<file path="config.mk">
export PLATFORM = sky130hd
export DESIGN_NAME = executable_header_classifier_core_flat
export DESIGN_NICKNAME = d
export VERILOG_FILES = /design/src/rtl/ehc_pkg.sv /design/src/rtl/ehc_channels.sv /design/src/rtl/executable_header_classifier_core.sv /design/src/rtl/ehc_front.sv /design/src/rtl/ehc_queue.sv /design/src/rtl/ehc_back.sv /design/src/flat_wrapper.sv
export SDC_FILE = /design/constraint.sdc
export NUM_CORES = 1
export LEC_CHECK = 0
export BUFFER_PORTS_ARGS = -buffer_cell sky130_fd_sc_hd__buf_4
export CAP_MARGIN = 10
export CORE_UTILIZATION = 55
export CTS_CLUSTER_DIAMETER = 60
export CTS_CLUSTER_SIZE = 8
export DETAILED_ROUTE_END_ITERATION = 8
export PLACE_DENSITY = 0.77
export RECOVER_POWER = 50
export REMOVE_ABC_BUFFERS = 1
export SETUP_SLACK_MARGIN = 0.1
export SYNTH_ARGS = -nofsm -noshare
export SYNTH_HDL_FRONTEND = slang
export SYNTH_HIERARCHICAL = 1
export SYNTH_SLANG_ARGS = --single-unit
</file>
<file path="constraint.sdc">
create_clock -name clk -period 41.7 [get_ports clk]
set_input_delay 8.34 -clock clk [delete_from_list [all_inputs] [get_ports clk]]
set_output_delay 8.34 -clock clk [all_outputs]
set_load 0.02 [all_outputs]
</file>
<file path="src/rtl/ehc_pkg.sv">
// Types and constants for the executable header classifier.
package ehc_pkg;

  localparam int unsigned HEAD_LEN   = 20;
  localparam int unsigned COUNT_W    = 21;
  localparam logic [COUNT_W-1:0] COUNT_MAX = '1;
  localparam logic [COUNT_W-1:0] PE_PTR_POS = 21'h3C;
  localparam logic [COUNT_W-1:0] PE_MIN_OFF = 21'd64;
  localparam logic [31:0] PE_MIN_OFF32 = 32'd64;
  localparam logic [COUNT_W-1:0] PE_WIN_LEN = 21'd6;
  localparam logic [2:0] PE_WIN_LAST = 3'd5;

  localparam int unsigned QDEPTH = 2;
  localparam int unsigned QPTR_W = 1;
  localparam int unsigned QCNT_W = 2;

  localparam logic [2:0] FMT_NONE     = 3'd0;
  localparam logic [2:0] FMT_ELF      = 3'd1;
  localparam logic [2:0] FMT_PE       = 3'd2;
  localparam logic [2:0] FMT_MACHO    = 3'd3;
  localparam logic [2:0] FMT_MACHO_FAT = 3'd4;

  localparam logic [2:0] ISA_NONE  = 3'd0;
  localparam logic [2:0] ISA_IA32  = 3'd1;
  localparam logic [2:0] ISA_AMD64 = 3'd2;
  localparam logic [2:0] ISA_ARM32 = 3'd3;
  localparam logic [2:0] ISA_A64   = 3'd4;
  localparam logic [2:0] ISA_RV32  = 3'd5;
  localparam logic [2:0] ISA_RV64  = 3'd6;

  localparam logic [6:0] BITS_NONE = 7'd0;
  localparam logic [6:0] BITS_32   = 7'd32;
  localparam logic [6:0] BITS_64   = 7'd64;

  localparam logic [7:0] ELF_MAG0 = 8'h7f;
  localparam logic [7:0] ELF_MAG1 = 8'h45;
  localparam logic [7:0] ELF_MAG2 = 8'h4c;
  localparam logic [7:0] ELF_MAG3 = 8'h46;
  localparam logic [7:0] ELF_CLASS64 = 8'd2;
  localparam logic [7:0] ELF_DATA_LE = 8'd1;
  localparam logic [15:0] ELF_M_386   = 16'd3;
  localparam logic [15:0] ELF_M_AMD64 = 16'd62;
  localparam logic [15:0] ELF_M_ARM   = 16'd40;
  localparam logic [15:0] ELF_M_A64   = 16'd183;
  localparam logic [15:0] ELF_M_RV    = 16'd243;

  localparam logic [7:0] MZ_MAG0 = 8'h4d;
  localparam logic [7:0] MZ_MAG1 = 8'h5a;
  localparam logic [31:0] PE_SIG = 32'h0000_4550;
  localparam logic [15:0] PE_M_I386  = 16'h014c;
  localparam logic [15:0] PE_M_AMD64 = 16'h8664;
  localparam logic [15:0] PE_M_ARM   = 16'h01c0;
  localparam logic [15:0] PE_M_ARM64 = 16'haa64;

  localparam logic [31:0] MH_MAGIC     = 32'hFEEDFACE;
  localparam logic [31:0] MH_MAGIC_64  = 32'hFEEDFACF;
  localparam logic [31:0] MH_CIGAM     = 32'hCEFAEDFE;
  localparam logic [31:0] MH_CIGAM_64  = 32'hCFFAEDFE;
  localparam logic [31:0] FAT_MAGIC    = 32'hCAFEBABE;
  localparam logic [31:0] FAT_CIGAM    = 32'hBEBAFECA;
  localparam logic [31:0] CPU_X86      = 32'd7;
  localparam logic [31:0] CPU_ARM      = 32'd12;
  localparam logic [31:0] CPU_X86_64   = 32'h0100_0007;
  localparam logic [31:0] CPU_ARM64    = 32'h0100_000C;

  typedef logic [HEAD_LEN-1:0][7:0] head_t;

  // Everything the back end needs to classify one finished file.
  typedef struct packed {
    head_t       head;
    logic        has8;
    logic        has20;
    logic        pe_done;
    logic [47:0] pe_window;
  } snap_t;

  typedef struct packed {
    logic        found;
    logic [2:0]  format_code;
    logic [2:0]  arch_code;
    logic [6:0]  word_bits;
    logic        little_endian;
    logic [31:0] machine_value;
  } verdict_t;

endpackage

</file>
<file path="src/rtl/ehc_channels.sv">
// Valid/ready channel interfaces for file bytes and verdicts.
interface ehc_byte_if;
  logic       valid;
  logic       ready;
  logic [7:0] data_byte;
  logic       last_byte;
  modport source(output valid, output data_byte, output last_byte, input ready);
  modport sink(input valid, input data_byte, input last_byte, output ready);
endinterface

interface ehc_verdict_if;
  logic        valid;
  logic        ready;
  logic        found;
  logic [2:0]  format_code;
  logic [2:0]  arch_code;
  logic [6:0]  word_bits;
  logic        little_endian;
  logic [31:0] machine_value;
  modport source(output valid, output found, output format_code, output arch_code,
                 output word_bits, output little_endian, output machine_value,
                 input ready);
  modport sink(input valid, input found, input format_code, input arch_code,
               input word_bits, input little_endian, input machine_value,
               output ready);
endinterface

</file>
<file path="src/rtl/executable_header_classifier_core.sv">
// Top level of the executable header classifier.
//
//   channel     dir  handshake     payload
//   file_bytes  in   valid/ready   data_byte, last_byte
//   verdicts    out  valid/ready   found, format_code, arch_code, word_bits,
//                                  little_endian, machine_value
//
// One byte per cycle; ready drops only while the two-entry snapshot queue is full.
// A verdict passes from its last byte through the queue write, then the
// classifier register. Synchronous reset clears counts, queue and output valid.
// A stalled verdict output backs up into the queue, then into byte intake.
module executable_header_classifier_core
  import ehc_pkg::*;
#(
  parameter int unsigned PE_OFFSET_LIMIT = 1048576
) (
  input  logic          clk,
  input  logic          rst,
  ehc_byte_if.sink      file_bytes,
  ehc_verdict_if.source verdicts
);

  logic     take, push, full, pop, empty;
  snap_t    snap, q_head;
  verdict_t verdict;

  assign file_bytes.ready = !full;
  assign take = file_bytes.valid && file_bytes.ready;

  ehc_front #(
    .PE_OFFSET_LIMIT(PE_OFFSET_LIMIT)
  ) u_front (
    .clk      (clk),
    .rst      (rst),
    .take     (take),
    .data_byte(file_bytes.data_byte),
    .last_byte(file_bytes.last_byte),
    .push     (push),
    .snap     (snap)
  );

  ehc_queue u_queue (
    .clk      (clk),
    .rst      (rst),
    .push     (push),
    .push_data(snap),
    .full     (full),
    .pop      (pop),
    .empty    (empty),
    .head_data(q_head)
  );

  ehc_back u_back (
    .clk      (clk),
    .rst      (rst),
    .empty    (empty),
    .snap     (q_head),
    .pop      (pop),
    .out_valid(verdicts.valid),
    .out_ready(verdicts.ready),
    .verdict  (verdict)
  );

  assign verdicts.found         = verdict.found;
  assign verdicts.format_code   = verdict.format_code;
  assign verdicts.arch_code     = verdict.arch_code;
  assign verdicts.word_bits     = verdict.word_bits;
  assign verdicts.little_endian = verdict.little_endian;
  assign verdicts.machine_value = verdict.machine_value;

endmodule

</file>
<file path="src/rtl/ehc_front.sv">
// Byte capture: head bytes, PE pointer and PE window; emits a snapshot per file.
module ehc_front
  import ehc_pkg::*;
#(
  parameter int unsigned PE_OFFSET_LIMIT = 1048576
) (
  input  logic       clk,
  input  logic       rst,
  input  logic       take,
  input  logic [7:0] data_byte,
  input  logic       last_byte,
  output logic       push,
  output snap_t      snap
);

  logic [COUNT_W-1:0] byte_count, byte_count_next;
  head_t              head_bytes, head_bytes_next;
  logic [31:0]        pe_offset_word, pe_offset_word_next;
  logic [47:0]        pe_window, pe_window_next;
  logic               pe_done, pe_done_next;

  logic               pe_ok;
  logic [COUNT_W-1:0] off21;
  logic [COUNT_W-1:0] win_idx;
  logic               in_win;
  logic               live;

  assign live   = byte_count != COUNT_MAX;
  assign pe_ok  = (pe_offset_word >= PE_MIN_OFF32) &&
                  (pe_offset_word <= 32'(PE_OFFSET_LIMIT));
  assign off21  = pe_offset_word[COUNT_W-1:0];
  assign win_idx = byte_count - off21;
  assign in_win = pe_ok && (byte_count >= PE_MIN_OFF) && (byte_count >= off21) &&
                  (win_idx < PE_WIN_LEN);

  always_comb begin
    byte_count_next     = byte_count;
    head_bytes_next     = head_bytes;
    pe_offset_word_next = pe_offset_word;
    pe_window_next      = pe_window;
    pe_done_next        = pe_done;
    if (live) begin
      byte_count_next = byte_count + 1'b1;
      for (int i = 0; i < HEAD_LEN; i++) begin
        if (byte_count == COUNT_W'(i)) begin
          head_bytes_next[i] = data_byte;
        end
      end
      if (byte_count[COUNT_W-1:2] == PE_PTR_POS[COUNT_W-1:2]) begin
        pe_offset_word_next[byte_count[1:0]*8 +: 8] = data_byte;
      end
      if (in_win) begin
        pe_window_next[win_idx[2:0]*8 +: 8] = data_byte;
        if (win_idx[2:0] == PE_WIN_LAST) begin
          pe_done_next = 1'b1;
        end
      end
    end
  end

  always_comb begin
    snap.head      = head_bytes_next;
    snap.has8      = byte_count_next >= COUNT_W'(8);
    snap.has20     = byte_count_next >= COUNT_W'(HEAD_LEN);
    snap.pe_done   = pe_done_next;
    snap.pe_window = pe_window_next;
  end

  assign push = take && last_byte;

  always_ff @(posedge clk) begin
    if (rst) begin
      byte_count <= '0;
      pe_done    <= 1'b0;
    end else if (take) begin
      if (last_byte) begin
        byte_count <= '0;
        pe_done    <= 1'b0;
      end else begin
        byte_count <= byte_count_next;
        pe_done    <= pe_done_next;
      end
    end
  end

  always_ff @(posedge clk) begin
    if (take) begin
      head_bytes     <= head_bytes_next;
      pe_offset_word <= pe_offset_word_next;
      pe_window      <= pe_window_next;
    end
  end

endmodule

</file>
<file path="src/rtl/ehc_queue.sv">
// Two-entry snapshot queue between capture and classification.
module ehc_queue
  import ehc_pkg::*;
(
  input  logic  clk,
  input  logic  rst,
  input  logic  push,
  input  snap_t push_data,
  output logic  full,
  input  logic  pop,
  output logic  empty,
  output snap_t head_data
);

  snap_t             entries [QDEPTH];
  logic [QPTR_W-1:0] wr_ptr, rd_ptr;
  logic [QCNT_W-1:0] fill;

  assign full      = fill == QCNT_W'(QDEPTH);
  assign empty     = fill == '0;
  assign head_data = entries[rd_ptr];

  always_ff @(posedge clk) begin
    if (rst) begin
      wr_ptr <= '0;
      rd_ptr <= '0;
      fill   <= '0;
    end else begin
      if (push) begin
        wr_ptr <= wr_ptr + 1'b1;
      end
      if (pop) begin
        rd_ptr <= rd_ptr + 1'b1;
      end
      if (push && !pop) begin
        fill <= fill + 1'b1;
      end else if (pop && !push) begin
        fill <= fill - 1'b1;
      end
    end
  end

  always_ff @(posedge clk) begin
    if (push) begin
      entries[wr_ptr] <= push_data;
    end
  end

endmodule

</file>
<file path="src/rtl/ehc_back.sv">
// Format classification of one snapshot into a registered verdict.
module ehc_back
  import ehc_pkg::*;
(
  input  logic     clk,
  input  logic     rst,
  input  logic     empty,
  input  snap_t    snap,
  output logic     pop,
  output logic     out_valid,
  input  logic     out_ready,
  output verdict_t verdict
);

  head_t       h;
  logic        is_elf, is_pe, has_macho;
  logic        elf_64, elf_le;
  logic [15:0] elf_m, pe_m;
  logic [31:0] magic, cpu_le, cpu_be;
  verdict_t    v;

  assign h        = snap.head;
  assign is_elf   = snap.has20 && h[0] == ELF_MAG0 && h[1] == ELF_MAG1 &&
                    h[2] == ELF_MAG2 && h[3] == ELF_MAG3;
  assign is_pe    = snap.pe_done && h[0] == MZ_MAG0 && h[1] == MZ_MAG1 &&
                    snap.pe_window[31:0] == PE_SIG;
  assign has_macho = snap.has8;
  assign elf_64   = h[4] == ELF_CLASS64;
  assign elf_le   = h[5] == ELF_DATA_LE;
  assign elf_m    = elf_le ? {h[19], h[18]} : {h[18], h[19]};
  assign pe_m     = snap.pe_window[47:32];
  assign magic    = {h[3], h[2], h[1], h[0]};
  assign cpu_le   = {h[7], h[6], h[5], h[4]};
  assign cpu_be   = {h[4], h[5], h[6], h[7]};

  always_comb begin
    v = '0;
    if (is_elf) begin
      v.found         = 1'b1;
      v.format_code   = FMT_ELF;
      v.word_bits     = elf_64 ? BITS_64 : BITS_32;
      v.little_endian = elf_le;
      v.machine_value = {16'd0, elf_m};
      unique case (elf_m)
        ELF_M_386:   v.arch_code = ISA_IA32;
        ELF_M_AMD64: v.arch_code = ISA_AMD64;
        ELF_M_ARM:   v.arch_code = ISA_ARM32;
        ELF_M_A64:   v.arch_code = ISA_A64;
        ELF_M_RV:    v.arch_code = elf_64 ? ISA_RV64 : ISA_RV32;
        default:     v.arch_code = ISA_NONE;
      endcase
    end else if (is_pe) begin
      v.found         = 1'b1;
      v.format_code   = FMT_PE;
      v.little_endian = 1'b1;
      v.machine_value = {16'd0, pe_m};
      unique case (pe_m)
        PE_M_I386: begin
          v.arch_code = ISA_IA32;
          v.word_bits = BITS_32;
        end
        PE_M_AMD64: begin
          v.arch_code = ISA_AMD64;
          v.word_bits = BITS_64;
        end
        PE_M_ARM: begin
          v.arch_code = ISA_ARM32;
          v.word_bits = BITS_32;
        end
        PE_M_ARM64: begin
          v.arch_code = ISA_A64;
          v.word_bits = BITS_64;
        end
        default: begin
          v.arch_code = ISA_NONE;
          v.word_bits = BITS_NONE;
        end
      endcase
    end else if (has_macho) begin
      unique case (magic) inside
        FAT_MAGIC, FAT_CIGAM: begin
          v.found       = 1'b1;
          v.format_code = FMT_MACHO_FAT;
        end
        MH_MAGIC: begin
          v.found         = 1'b1;
          v.format_code   = FMT_MACHO;
          v.word_bits     = BITS_32;
          v.little_endian = 1'b1;
          v.machine_value = cpu_le;
          v.arch_code     = (cpu_le == CPU_X86) ? ISA_IA32 :
                            (cpu_le == CPU_ARM) ? ISA_ARM32 : ISA_NONE;
        end
        MH_CIGAM: begin
          v.found         = 1'b1;
          v.format_code   = FMT_MACHO;
          v.word_bits     = BITS_32;
          v.machine_value = cpu_be;
        end
        MH_MAGIC_64: begin
          v.found         = 1'b1;
          v.format_code   = FMT_MACHO;
          v.word_bits     = BITS_64;
          v.little_endian = 1'b1;
          v.machine_value = cpu_le;
          v.arch_code     = (cpu_le == CPU_X86_64) ? ISA_AMD64 :
                            (cpu_le == CPU_ARM64) ? ISA_A64 : ISA_NONE;
        end
        MH_CIGAM_64: begin
          v.found       = 1'b1;
          v.format_code = FMT_MACHO;
          v.word_bits   = BITS_64;
        end
        default: v = '0;
      endcase
    end
  end

  assign pop = !empty && (!out_valid || out_ready);

  always_ff @(posedge clk) begin
    if (rst) begin
      out_valid <= 1'b0;
    end else if (pop) begin
      out_valid <= 1'b1;
    end else if (out_ready) begin
      out_valid <= 1'b0;
    end
  end

  always_ff @(posedge clk) begin
    if (pop) begin
      verdict <= v;
    end
  end

endmodule

</file>
<file path="src/flat_wrapper.sv">
// flat-port wrapper written by rule: the top's interface ports become plain ports
module executable_header_classifier_core_flat import ehc_pkg::*;
#(
  parameter int unsigned PE_OFFSET_LIMIT = 1048576
)
  (clk, rst, file_bytes_valid, file_bytes_data_byte, file_bytes_last_byte, file_bytes_ready, verdicts_valid, verdicts_found, verdicts_format_code, verdicts_arch_code, verdicts_word_bits, verdicts_little_endian, verdicts_machine_value, verdicts_ready);
  ehc_byte_if file_bytes_i ();
  ehc_verdict_if verdicts_i ();
  input  logic clk;
  input  logic rst;
  input wire logic [$bits(file_bytes_i.valid)-1:0] file_bytes_valid;
  input wire logic [$bits(file_bytes_i.data_byte)-1:0] file_bytes_data_byte;
  input wire logic [$bits(file_bytes_i.last_byte)-1:0] file_bytes_last_byte;
  output wire logic [$bits(file_bytes_i.ready)-1:0] file_bytes_ready;
  output wire logic [$bits(verdicts_i.valid)-1:0] verdicts_valid;
  output wire logic [$bits(verdicts_i.found)-1:0] verdicts_found;
  output wire logic [$bits(verdicts_i.format_code)-1:0] verdicts_format_code;
  output wire logic [$bits(verdicts_i.arch_code)-1:0] verdicts_arch_code;
  output wire logic [$bits(verdicts_i.word_bits)-1:0] verdicts_word_bits;
  output wire logic [$bits(verdicts_i.little_endian)-1:0] verdicts_little_endian;
  output wire logic [$bits(verdicts_i.machine_value)-1:0] verdicts_machine_value;
  input wire logic [$bits(verdicts_i.ready)-1:0] verdicts_ready;
  assign file_bytes_i.valid = file_bytes_valid;
  assign file_bytes_i.data_byte = file_bytes_data_byte;
  assign file_bytes_i.last_byte = file_bytes_last_byte;
  assign file_bytes_ready = file_bytes_i.ready;
  assign verdicts_valid = verdicts_i.valid;
  assign verdicts_found = verdicts_i.found;
  assign verdicts_format_code = verdicts_i.format_code;
  assign verdicts_arch_code = verdicts_i.arch_code;
  assign verdicts_word_bits = verdicts_i.word_bits;
  assign verdicts_little_endian = verdicts_i.little_endian;
  assign verdicts_machine_value = verdicts_i.machine_value;
  assign verdicts_i.ready = verdicts_ready;
  executable_header_classifier_core #(.PE_OFFSET_LIMIT(PE_OFFSET_LIMIT)) u_core (.clk(clk), .rst(rst), .file_bytes(file_bytes_i), .verdicts(verdicts_i));
endmodule
</file>
Word level (Yosys, flattened, before mapping)
Memories as Yosys holds them, arrays and structs flattened. A register that Yosys moved wholly into a read port is not among the register bits.
Cells that the tools add are included.
Widths: inputs -> output; s select.
- register bits after elaboration: 314
- bits of input ports: 13
- word-level logic and storage cells: 198
- bits in writable memories: 422
- memories: 1
- output and inout bits: 49
- add/sub/neg operators: 8
- equal/unequal tests: 51
- reduce and logical (&&, ||, !) cells: 34
- bitwise operators: 1
- $lt $le $gt $ge: 7
- multiplexer cells: 56
- shift operators: 4
- memories (name ; depth ; bits a word ; read ports ; clocked after memory_dff ; write ports ; RTL line ; RTL):
    u_core.u_queue.entries ; 2 ; 211 ; 1 ; 1 ; 1 ; ehc_queue.sv:15 ; snap_t entries [QDEPTH];
- operators by type and width (kind ; count):
    $eq 32x32->1 const B ; 6
    $eq 21x4->1 const B ; 8
    $mux 160 ; 1
    $mux 8 ; 20
    $mux 48 ; 2
    $eq 21x3->1 const B ; 4
    $eq 21x5->1 const B ; 4
    $eq 32x25->1 const B ; 2
    $pmux 32 s2 ; 1
    $bwmux 48 ; 1
    $eq 8x7->1 const B ; 6
    $shift 8x34->48 const A ; 1
    $shiftx 8x34->48 ; 1
    $mux 47 ; 1
    $mux 45 ; 1
    $mux 43 ; 1
    $eq 21x2->1 const B ; 2
    $mux 21 ; 2
    $pmux 10 s4 ; 1
    $neg 5->34 ; 1
    $neg 6->34 ; 1
    $shift 8x34->32 const A ; 1
    $shiftx 8x34->32 ; 1
    $bwmux 32 ; 1
    other kinds (47) ; 91

Logic depth before layout (Yosys ltp)
- depth in word-level cells: 8
- mapped depth: 13
- depth with buffers taken out: 11

Modules after synthesis
The synthesis kept the hierarchy.
- by module, submodules not included (module ; area each (sq um) ; cells an instance ; times used):
    ehc_queue ; 15499.9 ; 678 ; 1
    ehc_front ; 13706.9 ; 1066 ; 1
    ehc_back ; 3279.4 ; 366 ; 1
    executable_header_classifier_core ; 10.0 ; 2 ; 1

Least setup slack after synthesis
Ideal clock, no wire load.
- kind: input to register
- start: input file_bytes_valid
- end: memory u_core/u_queue/entries[0][0] (netlist name) (enable)
- stages on the path: 3
- setup slack: 13133 ps
- setup time: 811 ps
- required time: 40889 ps
- arrival time: 27756 ps
- cells stage by stage: nor2b_1 > and2_1 > nor2b_1
- longest elaborated chain between the ends: 4
- RTL lines (item ; RTL line ; RTL):
    start: declaration ; flat_wrapper.sv:11 ; input wire logic [$bits(file_bytes_i.valid)-1:0] file_bytes_valid;
    $logic_and 1x1->1 ; executable_header_classifier_core.sv:28 ; assign take = file_bytes.valid && file_bytes.ready;
    $logic_and 1x1->1 ; ehc_front.sv:69 ; assign push = take && last_byte;
    via u_core.push ; executable_header_classifier_core.sv:23 ; logic take, push, full, pop, empty;
    $mux 1 ; ehc_queue.sv:44 ; if (push) begin
    $mux 1 (not written as such) ; ehc_queue.sv:45 ; entries[wr_ptr] <= push_data;
    end: declaration ; ehc_queue.sv:15 ;
The timed path passes the listed nets, and every way through them passes these cells.

Worst setup path after layout
- start: input file_bytes_valid
- end: memory u_core/u_queue/entries[0][74] (netlist name) (enable)
- longest elaborated chain between the ends: 4
- RTL lines (item ; RTL line):
    $logic_and 1x1->1 ; executable_header_classifier_core.sv:28
    via u_core.take ; executable_header_classifier_core.sv:23
    $logic_and 1x1->1 ; ehc_front.sv:69
    via u_core.push ; executable_header_classifier_core.sv:23
    $mux 1 ; ehc_queue.sv:44
    $mux 1 (not written as such) ; ehc_queue.sv:45
The timed path passes the listed nets, and every way through them passes these cells.

==> flow_summary.ini <==
[run_status]
outcome = finished, violations left
violations = max-capacitance violations, max-slew violations

[routing]
vias = 14630
drt.antenna.violating_nets = 0
avgViaCountPerCell = 6.377
drt_iter0_drc = 1484
dr.pass1.iters = 6
wl_per_cell_um = 23.42
route.detailed.drc = 0
drt-total-wl_um = 53730

[timing]
setup_viol = 0
slew_headroom = -0.8655
max_freq_mhz = 85.85
period_needed_ns = 11.65
slew_violations = 322
fin_skew_ns = 0.02173
grt_setup_unrepaired = no
fin_tns_setup_ns = 0
hold_violations = 0
worst_slew_pin_slew_ns = 2.798
period_share = 0.2793
hold_slack_ns = 0.4630

[global_routing]
grt_start_max_net_pins = 153
grt_pass1_vias = 14170
antenna_found_initial = 0
grt_use_total = 0.2465
grt-ovfl-total = 0
grt_pass1_wl_um = 82190

[worst_setup_path]
cp_top_family = buffers and inverters
reg2reg_to = u_core/u_back/verdict[16]$_SDFFCE_PP0P_
cp-startpoint = file_bytes_valid
crit_path_max_incr_delay_ns = 0.85
crit_chain = buf_4 -> nor2b_4 -> buf_12 -> and2_1 -> nor2b_4 -> buf_4 -> buf_4
start_kind = input port
critPathCaptureType = flip-flop
r2r_slack_ns = 34.07
cp_slowest_cell = nor2b_4
reg2reg_depth = 10
required_ns = 41.90
crit_fanout = 152
path_class = input port to flip-flop
crit_cells = 7
crit_top_cell = buf_4
worstSetupEndpoint = u_core/u_queue/entries[0][74]$_DFFE_PP_
crit_arrival_ns = 11.85
path_buf_inv = 4

[clock_network]
cts_setup_buffers = 0
clkLatencyLatePin_ns = 0.58
cts_buffer_depth = 3
cts_sinks = 492
root_buffer = clkbuf_16
cts-hold-fix-buffers = 0
clkTransAtPathRegs_ns = 0.05
cts_max_level = 3
cts_tree = yes
cts_buffers = 72
ctsResizeCount = 0

[min_path]
hold_path_class = flip-flop to flip-flop

[yosys]
syn_area_um2 = 23340
netlist_instances = 1691
synth_warnings = 6
synth_area_per_cell_um2 = 13.81

[die]
initial_core_util = 0.5565
die_x_um = 208.0
die_area_um2 = 43270
die_y_um = 208.0
design.portCount = 62
coreArea_um2 = 41950
num_rows = 75

[power]
sw_frac_of_total = 0.2695
combPwrFrac = 0.191
intPower_w = 0.001068
pwr-share-clk = 0.356
max-vdd-ir-drop_mv = 0.03808
p_sw_w = 0.0003940
power_leakage_nw = 8.793
seq_power_share = 0.454
power_density_nw_per_um2 = 56.57

[cells_and_area]
drive_above_1_share = 0.2121
syn2layout_area_growth_pct = 10.68
fin_nets = 1776

[placement]
gp_congestion = 0.9376
dp_hpwl_um = 32820
port-buffer-count = 56

[run]
cap_viol_max_count = 12
## through the flow
stage	area (um2)	std cells	utilization	power (W)	worst slack, ns
3_5_place_dp	23960	2196	0.5712	0.0009487	29.36
6_report	25840	2294	0.6160	0.001462	30.05
5_1_grt	25830	2293	0.6159	0.001511	29.76
4_1_cts	25960	2293	0.6188	0.001470	29.92
3_3_place_gp	23960	2196	0.5712	0.0009377	29.38
2_1_floorplan	22710	1587	-	0.0008683	20.05
## worst min-delay path by stage
stage / slack [ns] / cells after the start / to / startpoint
after floorplan: 0.43 / 2 / u_core/u_front/pe_done$_SDFFE_PP0P_ / u_core/u_front/pe_done$_SDFFE_PP0P_
after global placement: 0.44 / 2 / u_core/u_front/pe_done$_SDFFE_PP0P_ / u_core/u_front/pe_done$_SDFFE_PP0P_
after detailed placement: 0.45 / 2 / u_core/u_front/pe_done$_SDFFE_PP0P_ / u_core/u_front/pe_done$_SDFFE_PP0P_
after CTS: 0.46 / 2 / u_core/u_front/pe_done$_SDFFE_PP0P_ / u_core/u_front/pe_done$_SDFFE_PP0P_
after global routing: 0.51 / 2 / u_core/u_front/pe_done$_SDFFE_PP0P_ / u_core/u_front/pe_done$_SDFFE_PP0P_
final: 0.46 / 2 / u_core/u_front/pe_done$_SDFFE_PP0P_ / u_core/u_front/pe_done$_SDFFE_PP0P_
## state kept, by name (all words and copies together) (netlist names), named ones only
signal / count
u_core/u_front/byte_count: 21
u_core/u_front/pe_done: 1
u_core/u_back/out_valid: 1
u_core/u_queue/entries: 262
u_core/u_front/head_bytes: 80
u_core/u_queue/wr_ptr: 1
u_core/u_queue/fill: 2
u_core/u_front/pe_offset_word: 32
u_core/u_back/verdict: 42
u_core/u_front/pe_window: 48
u_core/u_queue/rd_ptr: 1
## power groups by stage
stage               sequential [W]  combinational (W)  clock [W]
global route              0.000668           0.000296   0.000547
detailed placement        0.000670           0.000279          0
floorplan                 0.000700           0.000168          0
CTS                       0.000662           0.000281   0.000526
finish                    0.000663           0.000279   0.000520
global placement          0.000666           0.000271          0
## area by class of cell
type | count | area (um2)
fillers | 3072 | 16110
flip-flops and latches | 492 | 14490
multi-input cells | 1051 | 8019
clock buffers | 93 | 1954
well taps | 539 | 674.4
repair buffers | 70 | 485.5
inverters | 44 | 165.2
clock inverters | 4 | 42.54
diodes | 1 | 2.502
## tightest hold or removal path, delay by kind of cell, from the launching register on
kind,cells,cell delay [ns]
flip-flops,1,0.29
buffers and inverters,1,0.06
AO/OA/AOI/OAI,1,0.06
## layer usage
layer  GRT usage  vias up  wire, um
li1            -     6570         -
met3     0.03547      117      3679
met2      0.3957      661     25520
met1      0.3472     7280     23220
met4     0.08174        0      1302
met5           0        -         0
## placed cells by master, fill, tap and decap left out, drive strengths merged, types with 12 or more instances in the layout
cell and n:
inv 46, nand4 21, a22oi 20, nand2 106, nand3 44, nor3 34
a32oi 32, nor2 97, a21oi 47, nor4 33, ha 31, a31oi 23
and2 41, and3 16, nor2b 17, o21ai 37, buf 55, edfxtp 464
mux2i 12, mux2 258, dfxtp 28, clkbuf 108
No activity file was read; power rests on OpenSTA's default activity.
